===== src/sv/c6502_pkg.sv =====
// Shared types and constants for the 6502 execute block.
package c6502_pkg;

  localparam logic [7:0] FL_C = 8'h01;
  localparam logic [7:0] FL_Z = 8'h02;
  localparam logic [7:0] FL_I = 8'h04;
  localparam logic [7:0] FL_D = 8'h08;
  localparam logic [7:0] FL_B = 8'h10;
  localparam logic [7:0] FL_U = 8'h20;
  localparam logic [7:0] FL_V = 8'h40;
  localparam logic [7:0] FL_N = 8'h80;

  localparam logic [7:0]  SP_RESET     = 8'hFD;
  localparam logic [7:0]  STATUS_RESET = 8'h34;
  localparam logic [15:0] STACK_BASE   = 16'h0100;

  typedef struct packed {
    logic [7:0]  a;
    logic [7:0]  x;
    logic [7:0]  y;
    logic [7:0]  sp;
    logic [7:0]  p;
    logic [15:0] pc;
  } regs_t;

  typedef struct packed {
    logic        mode;
    logic [7:0]  opcode;
    logic [7:0]  operand_value;
    logic [15:0] operand_address;
    logic [1:0]  instr_length;
    logic [7:0]  stack_byte_1;
    logic [7:0]  stack_byte_2;
    logic [7:0]  stack_byte_3;
    logic [15:0] vector_word;
  } item_t;

  typedef struct packed {
    logic [1:0]  count;
    logic [15:0] addr0;
    logic [7:0]  data0;
    logic [15:0] addr1;
    logic [7:0]  data1;
    logic [15:0] addr2;
    logic [7:0]  data2;
  } writes_t;

endpackage


===== src/sv/c6502_alu.sv =====
// Combinational execution of one instruction on the register file.
module c6502_alu
  import c6502_pkg::*;
(
  input  item_t   item,
  input  regs_t   cur,
  output regs_t   nxt,
  output writes_t wr
);

  logic [7:0]  m;
  logic [15:0] pc_adv;
  logic [15:0] ret;
  logic [8:0]  sum;
  logic [7:0]  addend;
  logic [7:0]  sh;
  logic        sh_c;
  logic        bset;
  logic [7:0]  cmp_r;
  logic [7:0]  nzv;

  assign m      = item.operand_value;
  assign pc_adv = cur.pc + {14'd0, item.instr_length};
  assign ret    = pc_adv - 16'd1;

  always_comb begin
    addend = (item.opcode[7:5] == 3'b111) ? ~m : m;
    sum    = {1'b0, cur.a} + {1'b0, addend} + {8'd0, cur.p[0]};
  end

  // Shift unit: accumulator form for the 0x0A column, memory form otherwise.
  always_comb begin
    logic [7:0] v;
    v = (item.opcode[3:0] == 4'hA) ? cur.a : m;
    if (!item.opcode[6]) begin
      sh   = {v[6:0], item.opcode[5] & cur.p[0]};
      sh_c = v[7];
    end else begin
      sh   = {item.opcode[5] & cur.p[0], v[7:1]};
      sh_c = v[0];
    end
  end

  always_comb begin
    unique case (item.opcode[7:6])
      2'd0:    bset = cur.p[7];
      2'd1:    bset = cur.p[6];
      2'd2:    bset = cur.p[0];
      default: bset = cur.p[1];
    endcase
  end

  function automatic logic [7:0] set_nz(input logic [7:0] p, input logic [7:0] v);
    set_nz = {v[7], p[6:2], (v == 8'd0), p[0]};
  endfunction

  always_comb begin
    logic [7:0] d;
    nxt = cur;
    wr  = '0;
    cmp_r = cur.a;
    nzv = 8'd0;
    d = 8'd0;
    if (item.mode) begin
      nxt.a  = 8'd0;
      nxt.x  = 8'd0;
      nxt.y  = 8'd0;
      nxt.sp = SP_RESET;
      nxt.pc = item.vector_word;
      nxt.p  = cur.p | FL_I | FL_B | FL_U;
    end else begin
      nxt.pc = pc_adv;
      if (item.opcode[4:0] == 5'h10) begin
        if (bset == item.opcode[5])
          nxt.pc = pc_adv + {{8{m[7]}}, m};
      end else begin
        unique case (item.opcode)
          8'h01, 8'h05, 8'h09, 8'h0D, 8'h11, 8'h15, 8'h19, 8'h1D: begin
            nxt.a = cur.a | m; nxt.p = set_nz(cur.p, nxt.a);
          end
          8'h21, 8'h25, 8'h29, 8'h2D, 8'h31, 8'h35, 8'h39, 8'h3D: begin
            nxt.a = cur.a & m; nxt.p = set_nz(cur.p, nxt.a);
          end
          8'h41, 8'h45, 8'h49, 8'h4D, 8'h51, 8'h55, 8'h59, 8'h5D: begin
            nxt.a = cur.a ^ m; nxt.p = set_nz(cur.p, nxt.a);
          end
          8'h61, 8'h65, 8'h69, 8'h6D, 8'h71, 8'h75, 8'h79, 8'h7D,
          8'hE1, 8'hE5, 8'hE9, 8'hED, 8'hF1, 8'hF5, 8'hF9, 8'hFD: begin
            nxt.a = sum[7:0];
            nzv = set_nz(cur.p, sum[7:0]);
            nxt.p = {nzv[7], (~(cur.a[7] ^ addend[7])) & (cur.a[7] ^ sum[7]),
                     nzv[5:1], sum[8]};
          end
          8'h81, 8'h85, 8'h8D, 8'h91, 8'h95, 8'h99, 8'h9D: begin
            wr.count = 2'd1; wr.addr0 = item.operand_address; wr.data0 = cur.a;
          end
          8'h86, 8'h8E, 8'h96: begin
            wr.count = 2'd1; wr.addr0 = item.operand_address; wr.data0 = cur.x;
          end
          8'h84, 8'h8C, 8'h94: begin
            wr.count = 2'd1; wr.addr0 = item.operand_address; wr.data0 = cur.y;
          end
          8'hA1, 8'hA5, 8'hA9, 8'hAD, 8'hB1, 8'hB5, 8'hB9, 8'hBD: begin
            nxt.a = m; nxt.p = set_nz(cur.p, m);
          end
          8'hA2, 8'hA6, 8'hAE, 8'hB6, 8'hBE: begin
            nxt.x = m; nxt.p = set_nz(cur.p, m);
          end
          8'hA0, 8'hA4, 8'hAC, 8'hB4, 8'hBC: begin
            nxt.y = m; nxt.p = set_nz(cur.p, m);
          end
          8'hC1, 8'hC5, 8'hC9, 8'hCD, 8'hD1, 8'hD5, 8'hD9, 8'hDD,
          8'hE0, 8'hE4, 8'hEC, 8'hC0, 8'hC4, 8'hCC: begin
            if (item.opcode[1:0] == 2'b01) cmp_r = cur.a;
            else if (item.opcode[5]) cmp_r = cur.x;
            else cmp_r = cur.y;
            d = cmp_r - m;
            nzv = set_nz(cur.p, d);
            nxt.p = {nzv[7:1], (cmp_r >= m)};
          end
          8'h0A, 8'h2A, 8'h4A, 8'h6A: begin
            nxt.a = sh; nzv = set_nz(cur.p, sh); nxt.p = {nzv[7:1], sh_c};
          end
          8'h06, 8'h0E, 8'h16, 8'h1E, 8'h26, 8'h2E, 8'h36, 8'h3E,
          8'h46, 8'h4E, 8'h56, 8'h5E, 8'h66, 8'h6E, 8'h76, 8'h7E: begin
            nzv = set_nz(cur.p, sh); nxt.p = {nzv[7:1], sh_c};
            wr.count = 2'd1; wr.addr0 = item.operand_address; wr.data0 = sh;
          end
          8'hC6, 8'hCE, 8'hD6, 8'hDE: begin
            d = m - 8'd1; nxt.p = set_nz(cur.p, d);
            wr.count = 2'd1; wr.addr0 = item.operand_address; wr.data0 = d;
          end
          8'hE6, 8'hEE, 8'hF6, 8'hFE: begin
            d = m + 8'd1; nxt.p = set_nz(cur.p, d);
            wr.count = 2'd1; wr.addr0 = item.operand_address; wr.data0 = d;
          end
          8'h24, 8'h2C: begin
            nxt.p = {m[7], m[6], cur.p[5:2], ((m & cur.a) == 8'd0), cur.p[0]};
          end
          8'h4C, 8'h6C: nxt.pc = item.operand_address;
          8'h20: begin
            wr.count = 2'd2;
            wr.addr0 = STACK_BASE | {8'd0, cur.sp};         wr.data0 = ret[15:8];
            wr.addr1 = STACK_BASE | {8'd0, cur.sp - 8'd1};  wr.data1 = ret[7:0];
            nxt.sp = cur.sp - 8'd2;
            nxt.pc = item.operand_address;
          end
          8'h00: begin
            wr.count = 2'd3;
            wr.addr0 = STACK_BASE | {8'd0, cur.sp};         wr.data0 = pc_adv[15:8];
            wr.addr1 = STACK_BASE | {8'd0, cur.sp - 8'd1};  wr.data1 = pc_adv[7:0];
            wr.addr2 = STACK_BASE | {8'd0, cur.sp - 8'd2};  wr.data2 = cur.p | FL_B | FL_U;
            nxt.sp = cur.sp - 8'd3;
            nxt.p  = cur.p | FL_I | FL_B | FL_U;
            nxt.pc = item.vector_word;
          end
          8'h40: begin
            nxt.p  = item.stack_byte_1 | FL_B | FL_U;
            nxt.pc = {item.stack_byte_3, item.stack_byte_2};
            nxt.sp = cur.sp + 8'd3;
          end
          8'h60: begin
            nxt.pc = {item.stack_byte_2, item.stack_byte_1} + 16'd1;
            nxt.sp = cur.sp + 8'd2;
          end
          8'h08, 8'h48: begin
            wr.count = 2'd1;
            wr.addr0 = STACK_BASE | {8'd0, cur.sp};
            wr.data0 = item.opcode[6] ? cur.a : (cur.p | FL_B | FL_U);
            nxt.sp = cur.sp - 8'd1;
          end
          8'h28: begin
            nxt.p = item.stack_byte_1 | FL_B | FL_U; nxt.sp = cur.sp + 8'd1;
          end
          8'h68: begin
            nxt.a = item.stack_byte_1; nxt.p = set_nz(cur.p, item.stack_byte_1);
            nxt.sp = cur.sp + 8'd1;
          end
          8'h18: nxt.p = cur.p & ~FL_C;
          8'h38: nxt.p = cur.p | FL_C;
          8'h58: nxt.p = cur.p & ~FL_I;
          8'h78: nxt.p = cur.p | FL_I;
          8'hB8: nxt.p = cur.p & ~FL_V;
          8'hD8: nxt.p = cur.p & ~FL_D;
          8'hF8: nxt.p = cur.p | FL_D;
          8'h88: begin nxt.y = cur.y - 8'd1; nxt.p = set_nz(cur.p, nxt.y); end
          8'hC8: begin nxt.y = cur.y + 8'd1; nxt.p = set_nz(cur.p, nxt.y); end
          8'hCA: begin nxt.x = cur.x - 8'd1; nxt.p = set_nz(cur.p, nxt.x); end
          8'hE8: begin nxt.x = cur.x + 8'd1; nxt.p = set_nz(cur.p, nxt.x); end
          8'h8A: begin nxt.a = cur.x; nxt.p = set_nz(cur.p, cur.x); end
          8'h98: begin nxt.a = cur.y; nxt.p = set_nz(cur.p, cur.y); end
          8'hA8: begin nxt.y = cur.a; nxt.p = set_nz(cur.p, cur.a); end
          8'hAA: begin nxt.x = cur.a; nxt.p = set_nz(cur.p, cur.a); end
          8'hBA: begin nxt.x = cur.sp; nxt.p = set_nz(cur.p, cur.sp); end
          8'h9A: nxt.sp = cur.x;
          default: ;
        endcase
      end
    end
  end

endmodule


===== src/sv/cpu_6502_instruction_execute.sv =====
// Top level of the 6502 execute block: input register, ALU and result sequencer.
// One instruction is taken per beat on s_axis; its result goes out as one beat on
// m_axis, or one beat per memory write when it writes (BRK three, JSR two).
// An instruction with at most one write streams at one item per cycle while
// m_axis_tready is high; the result register's write-beat counter then moves
// one output beat per cycle. Every beat of an item shows the same register view.
module cpu_6502_instruction_execute
  import c6502_pkg::*;
(
  input  logic        clk,
  input  logic        rst,
  input  logic        s_axis_tvalid,
  output logic        s_axis_tready,
  // mode, opcode, operand_value, operand_address, instr_length,
  // stack_byte_1, stack_byte_2, stack_byte_3, vector_word; zero pad to 80 bits
  input  logic [79:0] s_axis_tdata,
  output logic        m_axis_tvalid,
  input  logic        m_axis_tready,
  // write_valid, write_address, write_data, acc_out, x_out, y_out, sp_out,
  // status_out, pc_out; zero pad to 88 bits
  output logic [87:0] m_axis_tdata,
  output logic        m_axis_tlast
);

  regs_t   regs;
  regs_t   regs_next;
  item_t   item;
  writes_t wr;
  writes_t held;
  regs_t   view;
  logic [1:0] idx;
  logic       pend;

  assign item.mode            = s_axis_tdata[0];
  assign item.opcode          = s_axis_tdata[8:1];
  assign item.operand_value   = s_axis_tdata[16:9];
  assign item.operand_address = s_axis_tdata[32:17];
  assign item.instr_length    = s_axis_tdata[34:33];
  assign item.stack_byte_1    = s_axis_tdata[42:35];
  assign item.stack_byte_2    = s_axis_tdata[50:43];
  assign item.stack_byte_3    = s_axis_tdata[58:51];
  assign item.vector_word     = s_axis_tdata[74:59];

  c6502_alu u_alu (
    .item(item),
    .cur (regs),
    .nxt (regs_next),
    .wr  (wr)
  );

  logic is_last;
  assign is_last = (held.count == 2'd0) || ({1'b0, idx} + 3'd1 >= {1'b0, held.count});
  assign s_axis_tready = !pend || (m_axis_tready && is_last);

  always_ff @(posedge clk) begin
    if (rst) begin
      regs <= '{a: 8'd0, x: 8'd0, y: 8'd0, sp: SP_RESET, p: STATUS_RESET, pc: 16'd0};
      pend <= 1'b0;
      idx  <= 2'd0;
    end else begin
      if (s_axis_tvalid && s_axis_tready) begin
        regs <= regs_next;
        held <= wr;
        view <= regs_next;
        pend <= 1'b1;
        idx  <= 2'd0;
      end else if (pend && m_axis_tready) begin
        if (is_last) pend <= 1'b0;
        else idx <= idx + 2'd1;
      end
    end
  end

  logic        wv;
  logic [15:0] wa;
  logic [7:0]  wd;
  always_comb begin
    wv = held.count != 2'd0;
    unique case (idx)
      2'd0:    begin wa = held.addr0; wd = held.data0; end
      2'd1:    begin wa = held.addr1; wd = held.data1; end
      default: begin wa = held.addr2; wd = held.data2; end
    endcase
    if (!wv) begin
      wa = 16'd0;
      wd = 8'd0;
    end
  end

  assign m_axis_tvalid = pend;
  assign m_axis_tlast  = is_last;
  assign m_axis_tdata  = {7'd0, view.pc, view.p, view.sp, view.y, view.x, view.a,
                          wd, wa, wv};

endmodule


===== config.mk =====
export PLATFORM = sky130hd
export DESIGN_NAME = cpu_6502_instruction_execute
export DESIGN_NICKNAME = d
export VERILOG_FILES = /design/src/sv/c6502_pkg.sv /design/src/sv/c6502_alu.sv /design/src/sv/cpu_6502_instruction_execute.sv
export SDC_FILE = /design/constraint.sdc
export NUM_CORES = 1
export LEC_CHECK = 0
export ABC_AREA = 1
export BUFFER_PORTS_ARGS = -buffer_cell sky130_fd_sc_hd__buf_2
export CORE_UTILIZATION = 50
export CTS_BUF_LIST = sky130_fd_sc_hd__clkbuf_4 sky130_fd_sc_hd__clkbuf_8
export DETAILED_ROUTE_END_ITERATION = 8
export HOLD_SLACK_MARGIN = 0.08
export PLACE_DENSITY = 0.73
export SYNTH_ARGS = -nofsm -noshare
export SYNTH_HDL_FRONTEND = slang
export SYNTH_SLANG_ARGS = --single-unit

===== constraint.sdc =====
create_clock -name clk -period 10.2 [get_ports clk]
set_input_delay 2.04 -clock clk [delete_from_list [all_inputs] [get_ports clk]]
set_output_delay 2.04 -clock clk [all_outputs]
set_load 0.02 [all_outputs]

==> reports/results.md <==
### Outcome
- completed — run status

### Layout
- 2632 — Nets
- 631 x sky130_fd_sc_hd__nand2_1, 265 x sky130_fd_sc_hd__nor2_1, 238 x sky130_fd_sc_hd__inv_1 — most used cells in the layout excluding fill and tap cells
- 4600 um^2 — register cell area after layout
- 12.1% — ratio of cells with drive above 1 in the final layout
- 0 — antenna fix cells
- 3092 — count of fill cells added during filler insertion
- sky130_fd_sc_hd__nand2_1 — most common cell after layout, fill and taps aside
- 9590 um^2 — total area of multi-input combinational cells
- 9.26% — area overhead of the layout relative to synthesis

### CTS
- 2 — number of buffers on the longest clock path
- 0 — # resized after CTS
- sky130_fd_sc_hd__clkbuf_8 — CTS root buffer
- 173 — number of sinks on the clock net
- 17 — Inserted Clock Buffers
- done — clock tree from TritonCTS
- 4 — maximum level of the CTS H-tree
- 100 ps — clock-pin slew on the worst setup and hold paths
- 0 — Post-CTS Hold Fix Bufs
- 0 — Post-CTS Setup Bufs
- 550 ps — insertion delay of the later-clocked pin in the worst-skew pair

### Setup path
- regs[13] — endpoint of the lowest-slack register-to-register path
- 5990 ps — register-to-register setup slack
- 550 ps — delay of the slowest critical-path stage
- 10500 ps — Crit path required time
- sky130_fd_sc_hd__inv_1 — Worst path slowest cell
- buf_2, inv_1, nor2_2, nand2_1, nor2_4, nor2_4, nand2_1, inv_1, ha_1, nand3_1, nand2_1, nand2_1, nand2_1, a21oi_1, or2_2, nand3_1, nand3_1, nor3_1, inv_1 — chain of cells forming the critical path
- input port to flop — category of the critical setup timing path
- 19 — Crit. path cell count
- regs[0] — RR Startpoint
- simple AND/OR/NAND/NOR gates — Crit path max-delay family
- 5830 ps — arrival time at the worst endpoint
- sky130_fd_sc_hd__nand2_1 — most frequent cell on the critical path
- input port — Worst Setup Start Kind
- 4 — buffers plus inverters on the worst setup path
- 24 — biggest fanout along the worst timing path
- 18 — number of cells on the worst reg-to-reg path
- flop — Critical Path End Type

### Job
- 0 — max-capacitance violation count

### Power
- 104 nW/um^2 — Power per Cell Area
- 7.83 nW — leakage dissipation
- 85.4 uV — highest ir drop seen on vdd
- 1.77 mW — post-layout power

### Logic synthesis
- simple AND/OR/NAND/NOR gates — dominant combinational cell family by area after synthesis
- 2342 — Syn Inst Count
- 29.5% — sequential fraction of the synthesis area
- 15600 um^2 — post-synth design cell area
- 34.7% — simple-gate area share of the yosys netlist
- 0% — async set-reset flop share out of synthesis
- 60 — distinct cell type count of the synthesized netlist
- 6.65 um^2 — mean cell area of the mapped netlist
- 2.98% — xor/xnor share of the synthesized area
- 0% — mux share of post-synthesis cell area
- 114 — EDFF count, synth
- 16.1% — compound-cell area share of the yosys netlist
- sky130_fd_sc_hd__edfxtp_1 — primary flip-flop cell chosen by synthesis mapping
- 0 — Synth Warn #
- 173 — number of synthesized register bits
- 7.48% — post-synthesis adder-cell area fraction

### Die
- 30600 um^2 — Core ar.
- 50.9% — Initial Utilization
- 64 — # rows
- 179 um — Vert. Die Dim
- 179 um — Die Width
- 175 — I/O pin count
- 31900 um^2 — die area

### GRT
- 99500 um — wire length of the first global-routing pass
- 0 — leftover overflow at the end of global routing
- 1 — antenna violations before repair
- 16.0k — vias in the first global route
- 42.9% — GRT Overall Usage
- 60 — largest net degree at the start of global routing

### STA
- 14.1% — relative slew slack
- 4670 ps — fin worst setup slack
- 5530 ps — shortest period the worst path allows
- 1280 ps — worst slew pin tran
- 0 — Hold Vio Cnt, Final
- 0 — Max Transition Viols Final
- 23.7 ps — worst clock skew on the final layout
- 0 — setup violation total in the final timing report
- false — setup repair after global routing missed its margin
- 54.2% — Tcrit/Tclk final
- 0.181 GHz — Highest Clock Rate
- 0 ps — setup tns final

### Detailed routing
- 24.1 um — Wirelength per Cell
- 69100 um — Final Routed Wirelength
- 8 — 1st-pass router iterations
- 18.2k — routed vias
- 6.33 — post-detailed-route via-to-cell ratio
- 2929 — detailed router's first-iteration violation count
- 0 — detailed-route DRC error count
- 0 — post-detailed-route count of antenna-violating nets

### Min path
- regs[20] — start point of the worst min-delay path
- flop to flop — Tightest Hold Check Type
- regs[20] — capture endpoint of the worst hold path
- 2 — worst hold path depth

### Placed design
- 1.10 — gpl congestion
- 162 — number of port buffers
- 52600 um — placed wire-length estimate after detailed placement
- 4280 ps — worst slack at placement

synth_stat cells (6+ instances only):
cell type / n / share of area (%)
sky130_fd_sc_hd__a21oi_1: 122 / 3.9
sky130_fd_sc_hd__edfxtp_1: 114 / 22
sky130_fd_sc_hd__buf_4: 12 / 0.58
sky130_fd_sc_hd__xnor2_1: 8 / 0.45
sky130_fd_sc_hd__nand2_1: 631 / 15
sky130_fd_sc_hd__nand3_1: 186 / 6.0
sky130_fd_sc_hd__xor2_1: 45 / 2.5
sky130_fd_sc_hd__nor2_2: 23 / 0.92
sky130_fd_sc_hd__nand2_2: 14 / 0.56
sky130_fd_sc_hd__clkinv_1: 9 / 0.22
sky130_fd_sc_hd__o21ai_0: 98 / 3.1
sky130_fd_sc_hd__o2111ai_1: 18 / 1.0
sky130_fd_sc_hd__ha_1: 82 / 6.6
sky130_fd_sc_hd__o211ai_1: 16 / 0.77
sky130_fd_sc_hd__clkbuf_1: 47 / 1.1
sky130_fd_sc_hd__o22ai_1: 62 / 2.5
sky130_fd_sc_hd__nor3_1: 38 / 1.2
sky130_fd_sc_hd__a31oi_1: 22 / 0.88
sky130_fd_sc_hd__nor4_1: 6 / 0.24
sky130_fd_sc_hd__o21ai_1: 9 / 0.29
sky130_fd_sc_hd__fa_1: 7 / 0.90
sky130_fd_sc_hd__a211oi_1: 8 / 0.39
sky130_fd_sc_hd__nor2_1: 266 / 6.4
sky130_fd_sc_hd__a22oi_1: 25 / 1.2
sky130_fd_sc_hd__or2_2: 12 / 0.48
sky130_fd_sc_hd__o221ai_1: 8 / 0.45
sky130_fd_sc_hd__dfxtp_1: 59 / 7.6
sky130_fd_sc_hd__inv_1: 238 / 5.7
sky130_fd_sc_hd__o21bai_1: 6 / 0.29
sky130_fd_sc_hd__buf_2: 18 / 0.58
sky130_fd_sc_hd__and2_1: 7 / 0.28
sky130_fd_sc_hd__nand4_1: 52 / 2.1
sky130_fd_sc_hd__inv_2: 22 / 0.53
layer usage:
metal  up-vias  track usage [%]  routed length [um]
met5         -                0                  13
met3       212             10.8                8930
met1      8448             59.2               28100
met4         2             19.6                3230
li1       8146                -                   -
met2      1357             62.4               28800
report_power, final:
part           leakage [nW]  total [mW]  internal (mW)  switching (mW)
sequential             1.54       0.787          0.772          0.0153
combinational          6.09       0.441          0.120           0.321
clock                 0.203       0.542          0.225           0.317
total                  7.83        1.77           1.12           0.653
per-stage QoR:
step / cells / hold slack (ps) / cell area, um^2 / util, %
detailed placement: 2836 / 421 / 16600 / 54.3
CTS: 2868 / 446 / 17000 / 55.7
global route: 2868 / 491 / 17000 / 55.7
global placement: 2836 / 409 / 16600 / 54.3
floorplan: 2348 / 399 / 15600 / -
finish: 2868 / 439 / 17000 / 55.7
logic make-up (layout without fill, tap and decap cells):
kind of cell	after synthesis	in the layout
AOI/OAI and AO/OA	417	417
xor gates and xnor gates	53	53
adders and majority gates	89	89
buffers and inverters	354	478
DFF	173	173
other	1	7
and+or+nand+nor	1255	1255
how the worst max path moves through the flow:
stage,startpoint,slack [ps],endpoint
floorplan,m_axis_tready,3700,held[0]
global placement,s_axis_tdata[7],4340,m_axis_tdata[55]
detailed placement,s_axis_tdata[33],4280,regs[13]
CTS,idx[0],4790,m_axis_tdata[18]
global route,s_axis_tdata[7],4500,m_axis_tdata[55]
finish,s_axis_tdata[7],4670,m_axis_tdata[55]
state kept, by name, summed over array words and instances, names as in the netlist:
register and flops:
regs 56, m_axis_tdata 56, m_axis_tvalid 1, idx 2
held 58
worst min-delay path: cells and delay by family (launching register included):
family | cells | cell delay [ps]
and+or+nand+nor | 1 | 50
DFF | 1 | 320
buffers and inverters | 1 | 40
area by class of cell:
type	count	area share [%]
clock buffer	17	1.37
clock inverter	15	1.01
inverter	270	5.97
multi-input combinational	1821	56.3
sequential	173	27.0
tap	396	2.91
timing repair buffer	176	5.38
(Power assumes the default switching activity.)
